<file path="src/sv/xbr_pkg.sv">
`default_nettype none

package xbr_pkg;

	// Line control codes
	localparam logic [7:0] CODE_SOH = 8'h01;
	localparam logic [7:0] CODE_EOT = 8'h04;
	localparam logic [7:0] CODE_ACK = 8'h06;
	localparam logic [7:0] CODE_NAK = 8'h15;

	// Default payload length of one block
	localparam int DATA_BYTES_DEF = 5;

	// Jobs held between front and back
	localparam int QUEUE_DEPTH = 2;

	// Configuration register indexes
	localparam logic REG_PAD_BYTE      = 1'b0;
	localparam logic REG_STRIP_PADDING = 1'b1;

	// Reset values of the configuration registers
	localparam logic [7:0] PAD_BYTE_RST      = 8'h03;
	localparam logic       STRIP_PADDING_RST = 1'b1;

	// Result kinds
	typedef enum logic [1:0] {
		KIND_DATA = 2'd0,
		KIND_ACK  = 2'd1,
		KIND_NAK  = 2'd2,
		KIND_END  = 2'd3
	} kind_t;

	// Receive phases of the front end
	typedef enum logic [2:0] {
		PH_HUNT = 3'd0,
		PH_NUM  = 3'd1,
		PH_CMP  = 3'd2,
		PH_DATA = 3'd3,
		PH_SUM  = 3'd4
	} phase_t;

	// One job: reply kind and, for a good block, the payload bank to deliver
	typedef struct packed {
		kind_t kind;
		logic  bank;
	} job_t;

	// Back end hands a payload bank back to the front end
	typedef struct packed {
		logic valid;
		logic bank;
	} bank_release_t;

endpackage

`default_nettype wire

</file>
<file path="src/sv/xbr_front.sv">
`default_nettype none

module xbr_front
	import xbr_pkg::*;
#(
	parameter int DATA_BYTES = DATA_BYTES_DEF,
	localparam int IDX_W = (DATA_BYTES > 1) ? $clog2(DATA_BYTES) : 1
) (
	input  wire logic                clk,
	input  wire logic                arst_n,
	input  wire logic                in_valid,
	output logic                     in_ready,
	input  wire logic [7:0]          rx_byte,
	output logic                     push_valid,
	output job_t                     push_job,
	input  wire logic                q_ready,
	input  bank_release_t            rel,
	output logic                     wr_en,
	output logic [IDX_W:0]           wr_addr,
	output logic [7:0]               wr_data
);

	localparam logic [IDX_W-1:0] IDX_LAST = IDX_W'(DATA_BYTES - 1);

	phase_t           phase_q, phase_d;
	logic [IDX_W-1:0] idx_q;
	logic [7:0]       sum_q;
	logic [7:0]       num_q;
	logic [7:0]       cmp_q;
	logic             wr_bank_q;
	logic [1:0]       busy_q;
	logic             accept;
	logic             block_bad;

	// Hold off all bytes while the job queue is full, and payload bytes while the bank being filled is still in use
	assign in_ready  = q_ready && !(phase_q == PH_DATA && busy_q[wr_bank_q]);
	assign accept    = in_valid && in_ready;
	assign block_bad = ((~num_q) != cmp_q) || (sum_q != rx_byte);

	assign wr_addr = {wr_bank_q, idx_q};
	assign wr_data = rx_byte;

	// Next phase
	always_comb begin
		phase_d = phase_q;
		if (accept) begin
			unique case (phase_q)
				PH_HUNT: if (rx_byte == CODE_SOH) phase_d = PH_NUM;
				PH_NUM:  phase_d = PH_CMP;
				PH_CMP:  phase_d = PH_DATA;
				PH_DATA: if (idx_q == IDX_LAST) phase_d = PH_SUM;
				PH_SUM:  phase_d = PH_HUNT;
				default: phase_d = PH_HUNT;
			endcase
		end
	end

	// Job pushes and payload writes
	always_comb begin
		push_valid    = 1'b0;
		push_job.kind = KIND_END;
		push_job.bank = wr_bank_q;
		wr_en         = 1'b0;
		if (accept) begin
			unique case (phase_q)
				PH_HUNT: begin
					if (rx_byte == CODE_EOT) begin
						push_valid    = 1'b1;
						push_job.kind = KIND_END;
					end
				end
				PH_DATA: wr_en = 1'b1;
				PH_SUM: begin
					push_valid    = 1'b1;
					push_job.kind = block_bad ? KIND_NAK : KIND_ACK;
				end
				default: ;
			endcase
		end
	end

	// Phase, counter and checksum
	always_ff @(posedge clk or negedge arst_n) begin
		if (!arst_n) begin
			phase_q <= PH_HUNT;
			idx_q   <= '0;
			sum_q   <= '0;
		end else begin
			phase_q <= phase_d;
			if (accept && phase_q == PH_CMP) begin
				idx_q <= '0;
				sum_q <= '0;
			end else if (accept && phase_q == PH_DATA) begin
				idx_q <= (idx_q == IDX_LAST) ? '0 : idx_q + 1'b1;
				sum_q <= sum_q + rx_byte;
			end
		end
	end

	// Block number and its complement
	always_ff @(posedge clk) begin
		if (accept && phase_q == PH_NUM) num_q <= rx_byte;
		if (accept && phase_q == PH_CMP) cmp_q <= rx_byte;
	end

	// Payload bank ownership: a good block hands its bank to the back end
	always_ff @(posedge clk or negedge arst_n) begin
		if (!arst_n) begin
			wr_bank_q <= 1'b0;
			busy_q    <= '0;
		end else begin
			if (push_valid && push_job.kind == KIND_ACK) begin
				wr_bank_q         <= ~wr_bank_q;
				busy_q[wr_bank_q] <= 1'b1;
			end
			if (rel.valid) busy_q[rel.bank] <= 1'b0;
		end
	end

endmodule

`default_nettype wire

</file>
<file path="src/sv/xbr_job_queue.sv">
`default_nettype none

module xbr_job_queue
	import xbr_pkg::*;
(
	input  wire logic clk,
	input  wire logic arst_n,
	input  wire logic push_valid,
	input  job_t      push_job,
	output logic      push_ready,
	output logic      pop_valid,
	output job_t      pop_job,
	input  wire logic pop
);

	localparam int PTR_W = $clog2(QUEUE_DEPTH);
	localparam int CNT_W = $clog2(QUEUE_DEPTH + 1);

	job_t             ent_q [QUEUE_DEPTH];
	logic [PTR_W-1:0] wr_ptr_q;
	logic [PTR_W-1:0] rd_ptr_q;
	logic [CNT_W-1:0] cnt_q;
	logic             do_push;
	logic             do_pop;

	assign push_ready = cnt_q != CNT_W'(QUEUE_DEPTH);
	assign pop_valid  = cnt_q != '0;
	assign pop_job    = ent_q[rd_ptr_q];
	assign do_push    = push_valid && push_ready;
	assign do_pop     = pop && pop_valid;

	// Pointers and fill level
	always_ff @(posedge clk or negedge arst_n) begin
		if (!arst_n) begin
			wr_ptr_q <= '0;
			rd_ptr_q <= '0;
			cnt_q    <= '0;
		end else begin
			if (do_push) wr_ptr_q <= wr_ptr_q + 1'b1;
			if (do_pop)  rd_ptr_q <= rd_ptr_q + 1'b1;
			if (do_push && !do_pop)      cnt_q <= cnt_q + 1'b1;
			else if (do_pop && !do_push) cnt_q <= cnt_q - 1'b1;
		end
	end

	// Entries
	always_ff @(posedge clk) begin
		if (do_push) ent_q[wr_ptr_q] <= push_job;
	end

endmodule

`default_nettype wire

</file>
<file path="src/sv/xbr_back.sv">
`default_nettype none

module xbr_back
	import xbr_pkg::*;
#(
	parameter int DATA_BYTES = DATA_BYTES_DEF,
	localparam int IDX_W = (DATA_BYTES > 1) ? $clog2(DATA_BYTES) : 1
) (
	input  wire logic                clk,
	input  wire logic                arst_n,
	input  wire logic                q_valid,
	input  job_t                     q_job,
	output logic                     q_pop,
	output bank_release_t            rel,
	input  wire logic                wr_en,
	input  wire logic [IDX_W:0]      wr_addr,
	input  wire logic [7:0]          wr_data,
	input  wire logic [7:0]          pad_byte,
	input  wire logic                strip_padding,
	output logic                     out_valid,
	input  wire logic                out_ready,
	output kind_t                    out_kind,
	output logic [7:0]               out_byte,
	output logic                     last
);

	localparam int CNT_W     = $clog2(DATA_BYTES + 1);
	localparam int MEM_DEPTH = 2 ** (IDX_W + 1);

	logic [7:0]       mem [MEM_DEPTH];

	logic             act_q;
	logic             bank_q;
	logic [CNT_W-1:0] idx_q;
	logic             valid_s1;
	kind_t            kind_s1;
	logic [7:0]       rd_data_s1;
	logic             out_valid_q;
	kind_t            out_kind_q;
	logic [7:0]       out_byte_q;
	logic             last_q;

	logic             out_free;
	logic             drop_s1;
	logic             s1_take;
	logic             s1_adv;
	logic             data_done;
	logic             iss_valid;
	kind_t            iss_kind;
	logic             rd_en;
	logic             start;
	logic [7:0]       byte_s1;

	assign out_free  = !out_valid_q || out_ready;
	assign drop_s1   = (kind_s1 == KIND_DATA) && strip_padding && (rd_data_s1 == pad_byte);
	assign s1_take   = valid_s1 && (drop_s1 || out_free);
	assign s1_adv    = !valid_s1 || s1_take;
	assign data_done = idx_q == CNT_W'(DATA_BYTES);

	// Issue: payload reads of an active block, then its ACK; other jobs go straight on
	always_comb begin
		iss_valid = 1'b0;
		iss_kind  = KIND_ACK;
		rd_en     = 1'b0;
		q_pop     = 1'b0;
		start     = 1'b0;
		rel.valid = 1'b0;
		rel.bank  = bank_q;
		if (act_q) begin
			iss_valid = 1'b1;
			if (data_done) begin
				iss_kind  = KIND_ACK;
				rel.valid = s1_adv;
			end else begin
				iss_kind = KIND_DATA;
				rd_en    = s1_adv;
			end
		end else if (q_valid) begin
			if (q_job.kind == KIND_ACK) begin
				q_pop = 1'b1;
				start = 1'b1;
			end else begin
				iss_valid = 1'b1;
				iss_kind  = q_job.kind;
				q_pop     = s1_adv;
			end
		end
	end

	// Block walk
	always_ff @(posedge clk or negedge arst_n) begin
		if (!arst_n) begin
			act_q <= 1'b0;
			idx_q <= '0;
		end else if (start) begin
			act_q <= 1'b1;
			idx_q <= '0;
		end else if (act_q) begin
			if (data_done && s1_adv) act_q <= 1'b0;
			else if (rd_en)         idx_q <= idx_q + 1'b1;
		end
	end

	always_ff @(posedge clk) begin
		if (start) bank_q <= q_job.bank;
	end

	// Payload memory, two banks of one block each
	always_ff @(posedge clk) begin
		if (wr_en) mem[wr_addr] <= wr_data;
		if (rd_en) rd_data_s1 <= mem[{bank_q, idx_q[IDX_W-1:0]}];
	end

	// Read stage
	always_ff @(posedge clk or negedge arst_n) begin
		if (!arst_n) begin
			valid_s1 <= 1'b0;
		end else if (s1_adv) begin
			valid_s1 <= iss_valid;
		end
	end

	always_ff @(posedge clk) begin
		if (s1_adv && iss_valid) kind_s1 <= iss_kind;
	end

	// Reply byte for each kind
	always_comb begin
		unique case (kind_s1)
			KIND_DATA: byte_s1 = rd_data_s1;
			KIND_NAK:  byte_s1 = CODE_NAK;
			default:   byte_s1 = CODE_ACK;
		endcase
	end

	// Output register
	always_ff @(posedge clk or negedge arst_n) begin
		if (!arst_n) begin
			out_valid_q <= 1'b0;
		end else if (out_free) begin
			out_valid_q <= valid_s1 && !drop_s1;
		end
	end

	always_ff @(posedge clk) begin
		if (out_free && valid_s1 && !drop_s1) begin
			out_kind_q <= kind_s1;
			out_byte_q <= byte_s1;
			last_q     <= kind_s1 != KIND_DATA;
		end
	end

	assign out_valid = out_valid_q;
	assign out_kind  = out_kind_q;
	assign out_byte  = out_byte_q;
	assign last      = last_q;

endmodule

`default_nettype wire

</file>
<file path="src/sv/xmodem_block_receiver.sv">
`default_nettype none

// XMODEM block receiver with additive checksum. Received bytes enter on the
// in channel at one byte per clock. While hunting, only SOH and EOT count; EOT
// answers with an end-of-transfer ACK. After SOH come the block number, its
// complement, DATA_BYTES payload bytes and the checksum byte. A bad block gives
// one NAK; a good one gives its payload bytes (bytes equal to pad_byte dropped
// when strip_padding is set) and then an ACK. The last result of each input
// byte has last set. Results leave through a registered output at up to one
// per clock while out_ready is high. A NAK or end ACK passes the job queue,
// the read stage and the output register; the first payload byte of a good
// block also waits for its block walk to start once its job leaves the queue.
// The front end keeps taking bytes while a block is delivered: payload sits in
// a two-bank memory and replies wait in a two-entry job queue; the input
// stalls when the job queue is full, or when a payload byte would go into a
// bank that is still being delivered. Write configuration only while the
// block is idle.
module xmodem_block_receiver
	import xbr_pkg::*;
#(
	parameter int DATA_BYTES = DATA_BYTES_DEF
) (
	input  wire logic       clk,
	input  wire logic       arst_n,
	input  wire logic       in_valid,
	output logic            in_ready,
	input  wire logic [7:0] rx_byte,
	output logic            out_valid,
	input  wire logic       out_ready,
	output logic [1:0]      out_kind,
	output logic [7:0]      out_byte,
	output logic            last,
	input  wire logic       cfg_valid,
	output logic            cfg_ready,
	input  wire logic       cfg_index,
	input  wire logic [7:0] cfg_data
);

	localparam int IDX_W = (DATA_BYTES > 1) ? $clog2(DATA_BYTES) : 1;

	logic [7:0]     pad_byte_q;
	logic           strip_padding_q;

	logic           push_valid;
	job_t           push_job;
	logic           push_ready;
	logic           q_valid;
	job_t           q_job;
	logic           q_pop;
	bank_release_t  rel;
	logic           wr_en;
	logic [IDX_W:0] wr_addr;
	logic [7:0]     wr_data;
	kind_t          out_kind_w;

	// Configuration registers
	assign cfg_ready = 1'b1;

	always_ff @(posedge clk or negedge arst_n) begin
		if (!arst_n) begin
			pad_byte_q      <= PAD_BYTE_RST;
			strip_padding_q <= STRIP_PADDING_RST;
		end else if (cfg_valid && cfg_ready) begin
			unique case (cfg_index)
				REG_PAD_BYTE:      pad_byte_q      <= cfg_data;
				REG_STRIP_PADDING: strip_padding_q <= cfg_data[0];
				default: ;
			endcase
		end
	end

	// Front end: framing, checksum, payload capture
	xbr_front #(
		.DATA_BYTES (DATA_BYTES)
	) u_front (
		.clk        (clk),
		.arst_n     (arst_n),
		.in_valid   (in_valid),
		.in_ready   (in_ready),
		.rx_byte    (rx_byte),
		.push_valid (push_valid),
		.push_job   (push_job),
		.q_ready    (push_ready),
		.rel        (rel),
		.wr_en      (wr_en),
		.wr_addr    (wr_addr),
		.wr_data    (wr_data)
	);

	// Job queue between the two sides
	xbr_job_queue u_queue (
		.clk        (clk),
		.arst_n     (arst_n),
		.push_valid (push_valid),
		.push_job   (push_job),
		.push_ready (push_ready),
		.pop_valid  (q_valid),
		.pop_job    (q_job),
		.pop        (q_pop)
	);

	// Back end: payload delivery and replies
	xbr_back #(
		.DATA_BYTES (DATA_BYTES)
	) u_back (
		.clk           (clk),
		.arst_n        (arst_n),
		.q_valid       (q_valid),
		.q_job         (q_job),
		.q_pop         (q_pop),
		.rel           (rel),
		.wr_en         (wr_en),
		.wr_addr       (wr_addr),
		.wr_data       (wr_data),
		.pad_byte      (pad_byte_q),
		.strip_padding (strip_padding_q),
		.out_valid     (out_valid),
		.out_ready     (out_ready),
		.out_kind      (out_kind_w),
		.out_byte      (out_byte),
		.last          (last)
	);

	assign out_kind = out_kind_w;

`ifndef ASSERT_OFF
	// The front end never pushes a job into a full queue
	a_push_room: assert property (@(posedge clk) disable iff (!arst_n)
		push_valid |-> push_ready)
		else $error("job pushed into full queue");

	// A bank being handed back is never the bank being written
	a_bank_owner: assert property (@(posedge clk) disable iff (!arst_n)
		(wr_en && rel.valid) |-> (wr_addr[IDX_W] != rel.bank))
		else $error("payload write into a bank still in delivery");

	// Payload bytes never close a reply sequence
	a_last_kind: assert property (@(posedge clk) disable iff (!arst_n)
		(out_valid && out_kind_w == KIND_DATA) |-> !last)
		else $error("payload byte marked last");
`endif

endmodule

`default_nettype wire
</file>
<file path="config.mk">
export PLATFORM = sky130hd
export DESIGN_NAME = xmodem_block_receiver
export DESIGN_NICKNAME = d
export VERILOG_FILES = /design/src/sv/xbr_pkg.sv /design/src/sv/xbr_front.sv /design/src/sv/xbr_job_queue.sv /design/src/sv/xbr_back.sv /design/src/sv/xmodem_block_receiver.sv
export SDC_FILE = /design/constraint.sdc
export NUM_CORES = 1
export LEC_CHECK = 0
export ABC_AREA = 0
export BUFFER_PORTS_ARGS = -buffer_cell sky130_fd_sc_hd__buf_2
export CAP_MARGIN = 10
export CELL_PAD_IN_SITES_DETAIL_PLACEMENT = 1
export CELL_PAD_IN_SITES_GLOBAL_PLACEMENT = 1
export CORE_MARGIN = 4
export CORE_UTILIZATION = 40
export CTS_BUF_LIST = sky130_fd_sc_hd__clkbuf_4 sky130_fd_sc_hd__clkbuf_8
export DETAILED_ROUTE_END_ITERATION = 7
export GPL_ROUTABILITY_DRIVEN = 0
export PLACE_DENSITY_LB_ADDON = 0.12
export SETUP_SLACK_MARGIN = 0.2
export SYNTH_ARGS = -nofsm -noshare
export SYNTH_HDL_FRONTEND = slang
export SYNTH_HIERARCHICAL = 1
export SYNTH_SLANG_ARGS = --single-unit
</file>
<file path="constraint.sdc">
create_clock -name clk -period 2.8 [get_ports clk]
set_clock_uncertainty 0.2 [all_clocks]
set_input_delay 0.56 -clock clk [delete_from_list [all_inputs] [get_ports clk]]
set_output_delay 0.56 -clock clk [all_outputs]
set_load 0.05 [all_outputs]
</file>
==> results.md <==
- The flow ran to the end, and the final reports show no timing, DRC or antenna violations.
- The global router's overall resource usage is 16.00%.
- The type of the worst min-delay path is in2reg.
- In the routed layout, each cell is associated on average with a via count of 5.195.
- Sequential cells burn 41.3% of the power.
- The number of design-rule violations left by the first detailed-router iteration is around 300.
- The analysis attributes to cell leakage a power of a little under 4 nW.
- On the worst path, the slowest cell contributes a delay of about 0.37 ns.
- Dividing the synthesized area by the synthesized cell count gives 17.64 µm².
- The die is 156.9 µm tall.
- Entering global routing, the biggest net connects 37 pins.
- The switching part of the total is between 30 and 40%.
- The number of antenna cells inserted is 0.
- The total count of max-transition violations in the final report came to 0.
- For this run the aggregate overflow at the end of global routing stands at 0.
- The number of search-and-repair iterations in the first detailed-routing pass is 4.
- The cell sitting at the root of the clock tree is a sky130_fd_sc_hd__clkbuf_8.
- In this run the post-CTS setup repair buffer count came out at 0.
- The final setup violation count is 0.
- After clock tree synthesis, the clock-pin slew on the worst setup and hold paths is around 0.060 ns.
- The layout cell share with drive strength beyond 1 is 29.87%.
- The number of port buffers is 34.
- The primary flip-flop cell chosen by synthesis mapping is sky130_fd_sc_hd__edfxtp_1.
- The cell at the slowest stage of the critical path is sky130_fd_sc_hd__dfrtp_1.
- The synthesized-area fraction occupied by ao, oa, aoi and oai cells is approximately 4.2%.
- The synthesized netlist devotes under 10% of its cell area to XOR and XNOR gates.
- In this run the worst path has a maximum fanout of 2.
- The total negative slack for setup checks is 0 ns.
- The relative contribution of combinational cells to total power is 29.0%.
- The clock period minus worst slack is approximately 2.5 ns.
- The least setup slack across all paths after layout is between 0.2 and 0.3 ns.
- After detailed routing, the average wire length per cell comes to 21.14 µm.
- After floorplanning, the core was divided into 54 placement rows.
- The area share of and/or/nand/nor cells after synthesis is ~6.5%.
- The clock tree from TritonCTS is yes.
- Synthesis produced a netlist whose cell count is roughly 500.
- The clock network fraction of total power is roughly 30%.
- The maximum root-to-sink buffer count is 3.
- The synthesized netlist occupies a cell area of between 0.008 and 0.009 mm².
- The placeable core region is between 0.02 and 0.025 mm².
- The sequential-to-total area share from yosys stat is 68.42%.
- Together, buffers and inverters on the worst path number 1.
- The count of nets after finishing is roughly 630.
- Prior to clock tree synthesis, the placed netlist has a worst setup slack of -0.2983 ns.
- STA classifies the critical path endpoint as an output port.
- For this design the ratio of total power to cell area is just under 1000 mW/mm².
- Clock tree synthesis found a total of about 210 sinks.
- In the finished design, the share of the clock period the worst path needs comes to about nine tenths.
- CTS built an H-tree with a depth of 2.
- The maximum ir drop on the vdd rail is about 350 µV.
- The floorplan step set the die width to approximately 160 µm.
- The combinational family with the most area after synthesis is multiplexers.
- The most frequent standard cell in the layout excluding fill and tap cells is sky130_fd_sc_hd__edfxtp_1.
- For this design the top-level I/O count stands at 36.
- The synthesized design contains between 150 and 200 enable-type register cells.
- The number of distinct library cells after synthesis is 67.
- The slew at the pin with the worst max-slew slack is 0.9778 ns.
- The first-pass GRT wire length is slightly below 30 mm.
- At the worst endpoint, the arrival time is 1.74 ns.
- The kind of cell with the highest combined delay on the critical path is flip-flops.
- By startpoint and endpoint, the worst setup path is classified as reg2out.
- The final layout contains routed wiring with a total length of around 19 mm.
- The final standard cell utilization of the core is 47.36%.
- The worst endpoint required time is 2.04 ns.
- The remaining antenna violation count is 0.
- The adder and majority cell fraction of the synthesized area is under 10%.
- The clock insertion delay at the later pin of the skew report is 0.53 ns.
- In this run, synthesis produced a sequential element count of about 210.
- The top achievable clock speed is about 400 MHz.
- The number of nets in the synthesized netlist is 538.
- The routed layout has 4655 vias.
- The library cells used most frequently in the layout, excluding fill and tap cells, are 172 x sky130_fd_sc_hd__edfxtp_1, 43 x sky130_fd_sc_hd__buf_4, 38 x sky130_fd_sc_hd__clkbuf_8, 34 x sky130_fd_sc_hd__buf_2, 33 x sky130_fd_sc_hd__dfrtp_1.
- After detailed routing, the number of remaining DRC violations is 0.
- Traced cell by cell, the critical path runs through mux2i_2, nor2_1, nor2b_1, buf_2.
- Setup repair after global routing left no endpoint under its margin.
- The number of antenna violations at the first check in global routing came to 0.
- The multiplexer fraction of the synthesized cell area is 13.39%.
- The area overhead of the layout relative to synthesis is 16.50%.
- The switching power total is about 3.1 mW.
- The via count of the first global-routing pass is between 5k and 6k.
- The sum of net half-perimeters after detailed placement is about 12 mm.
- Internal power comes to 6.912 mW.
- The area of the die is 0.02462 mm².
- The worst relative slew slack is about a third.
- Yosys printed 6 warnings.
- The number of endpoints with negative hold slack in the final report came to 0.
- For this run, asynchronously set or reset flops after synthesis account for between 10% and 20%.
- The max capacitance violation total is 0.
- The initial standard-cell utilization of the core is about two fifths.
- Clock tree synthesis inserted a total of 37 buffers.
- The startpoint type of the worst setup path is a register.
==> Yosys cell counts, drive strengths merged, types with 4 or more instances <==
cell type | count | area (µm²)
o21ai | 8 | 40.04
and2 | 4 | 25.02
dfrtp | 33 | 825.8
mux2 | 12 | 165.2
nor2 | 33 | 126.4
ha | 12 | 150.1
clkbuf | 7 | 27.52
o21a | 6 | 45.04
edfxtp | 172 | 5165
buf | 20 | 176.4
nand3 | 4 | 20.02
xor2 | 18 | 157.7
a22o | 5 | 46.30
nand2b | 9 | 63.81
o31ai | 4 | 30.03
xnor2 | 7 | 61.31
a21oi | 7 | 35.03
inv | 17 | 63.81
nor3 | 12 | 60.06
nand2 | 23 | 93.84
mux4 | 40 | 998.5
==> state kept, by name, summed over array words and instances, names as in the netlist, 3 cells and up <==
signal and count:
u_front/cmp_q 8, u_back/out_byte 8, pad_byte_q 8, u_front/phase_q 3, u_front/num_q 8, u_front/idx_q 3
u_back/idx_q 3, u_queue/ent_q 6, u_front/sum_q 8, u_back/mem 128, u_back/rd_data_s1 8
==> metrics by stage <==
stage	total power [mW]	std cells	hold slack, ns	area, µm²
finish	10.03	896	0.06786	10330
global route	10.61	896	0.04141	10330
global placement	7.051	834	0.2791	9535
CTS	10.19	896	0.03084	10320
floorplan	6.350	503	0.06441	8876
detailed placement	7.156	834	0.2944	9535
==> logic make-up after synthesis <==
logic type | after synthesis
DFF | 208
and+or+nand+nor | 109
AOI/OAI and AO/OA | 49
other | 1
xor gates and xnor gates | 25
buffers and inverters | 44
adders and majority gates | 13
muxes | 54
==> layer usage <==
layer,track usage [%],wire [µm]
met2,27.90,9629
met1,20.45,8055
met5,0,0
met3,3.409,949
met4,4.215,308
==> final timing paths <==
| check | from | to | slack [ns] | cells past startpoint |
|---|---|---|---|---|
| worst min register to register | u_front/sum_q[2] | u_front/sum_q[2] | 0.30 | 1 |
| max in group asynchronous | arst_n | u_front/sum_q[4] | 1.31 | 2 |
| worst max-delay path | u_front/wr_bank_q | in_ready | 0.30 | 4 |
| worst min-delay path | cfg_data[1] | pad_byte_q[1] | 0.07 | 2 |
| worst max register to register | u_queue/cnt_q[0] | u_back/mem[1][3] | 0.41 | 7 |
| min in group asynchronous | arst_n | u_back/idx_q[0] | 0.51 | 2 |
==> timing repair <==
| item | CTS | global route |
|---|---|---|
| hold endpoints to repair | 22 | 0 |
| endpoints found under the setup margin | 1 | 10 |
| gates resized for setup | 2 | 3 |
| hold buffers | 1 | 0 |
==> layout make-up <==
| cell class | instances | area, µm² |
|---|---|---|
| clock inverter | 14 | 176.4 |
| timing repair buffer | 79 | 523.0 |
| multi-input combinational | 251 | 2561 |
| sequential | 208 | 6070 |
| inverter | 17 | 63.81 |
| fill | 2109 | 11490 |
| tap | 280 | 350.3 |
| clock buffer | 47 | 590.6 |
==> power by group through the flow <==
stage          Sequential (mW)  Combinational [mW]  Clock, mW
6_report                  4.15                2.91       2.97
5_1_grt                   4.20                3.19       3.22
4_1_cts                   4.15                2.97       3.08
3_5_place_dp              4.21                2.95          0
3_3_place_gp              4.18                2.87          0
2_1_floorplan             4.38                1.97          0
No activity file was read; power rests on OpenSTA's default activity.
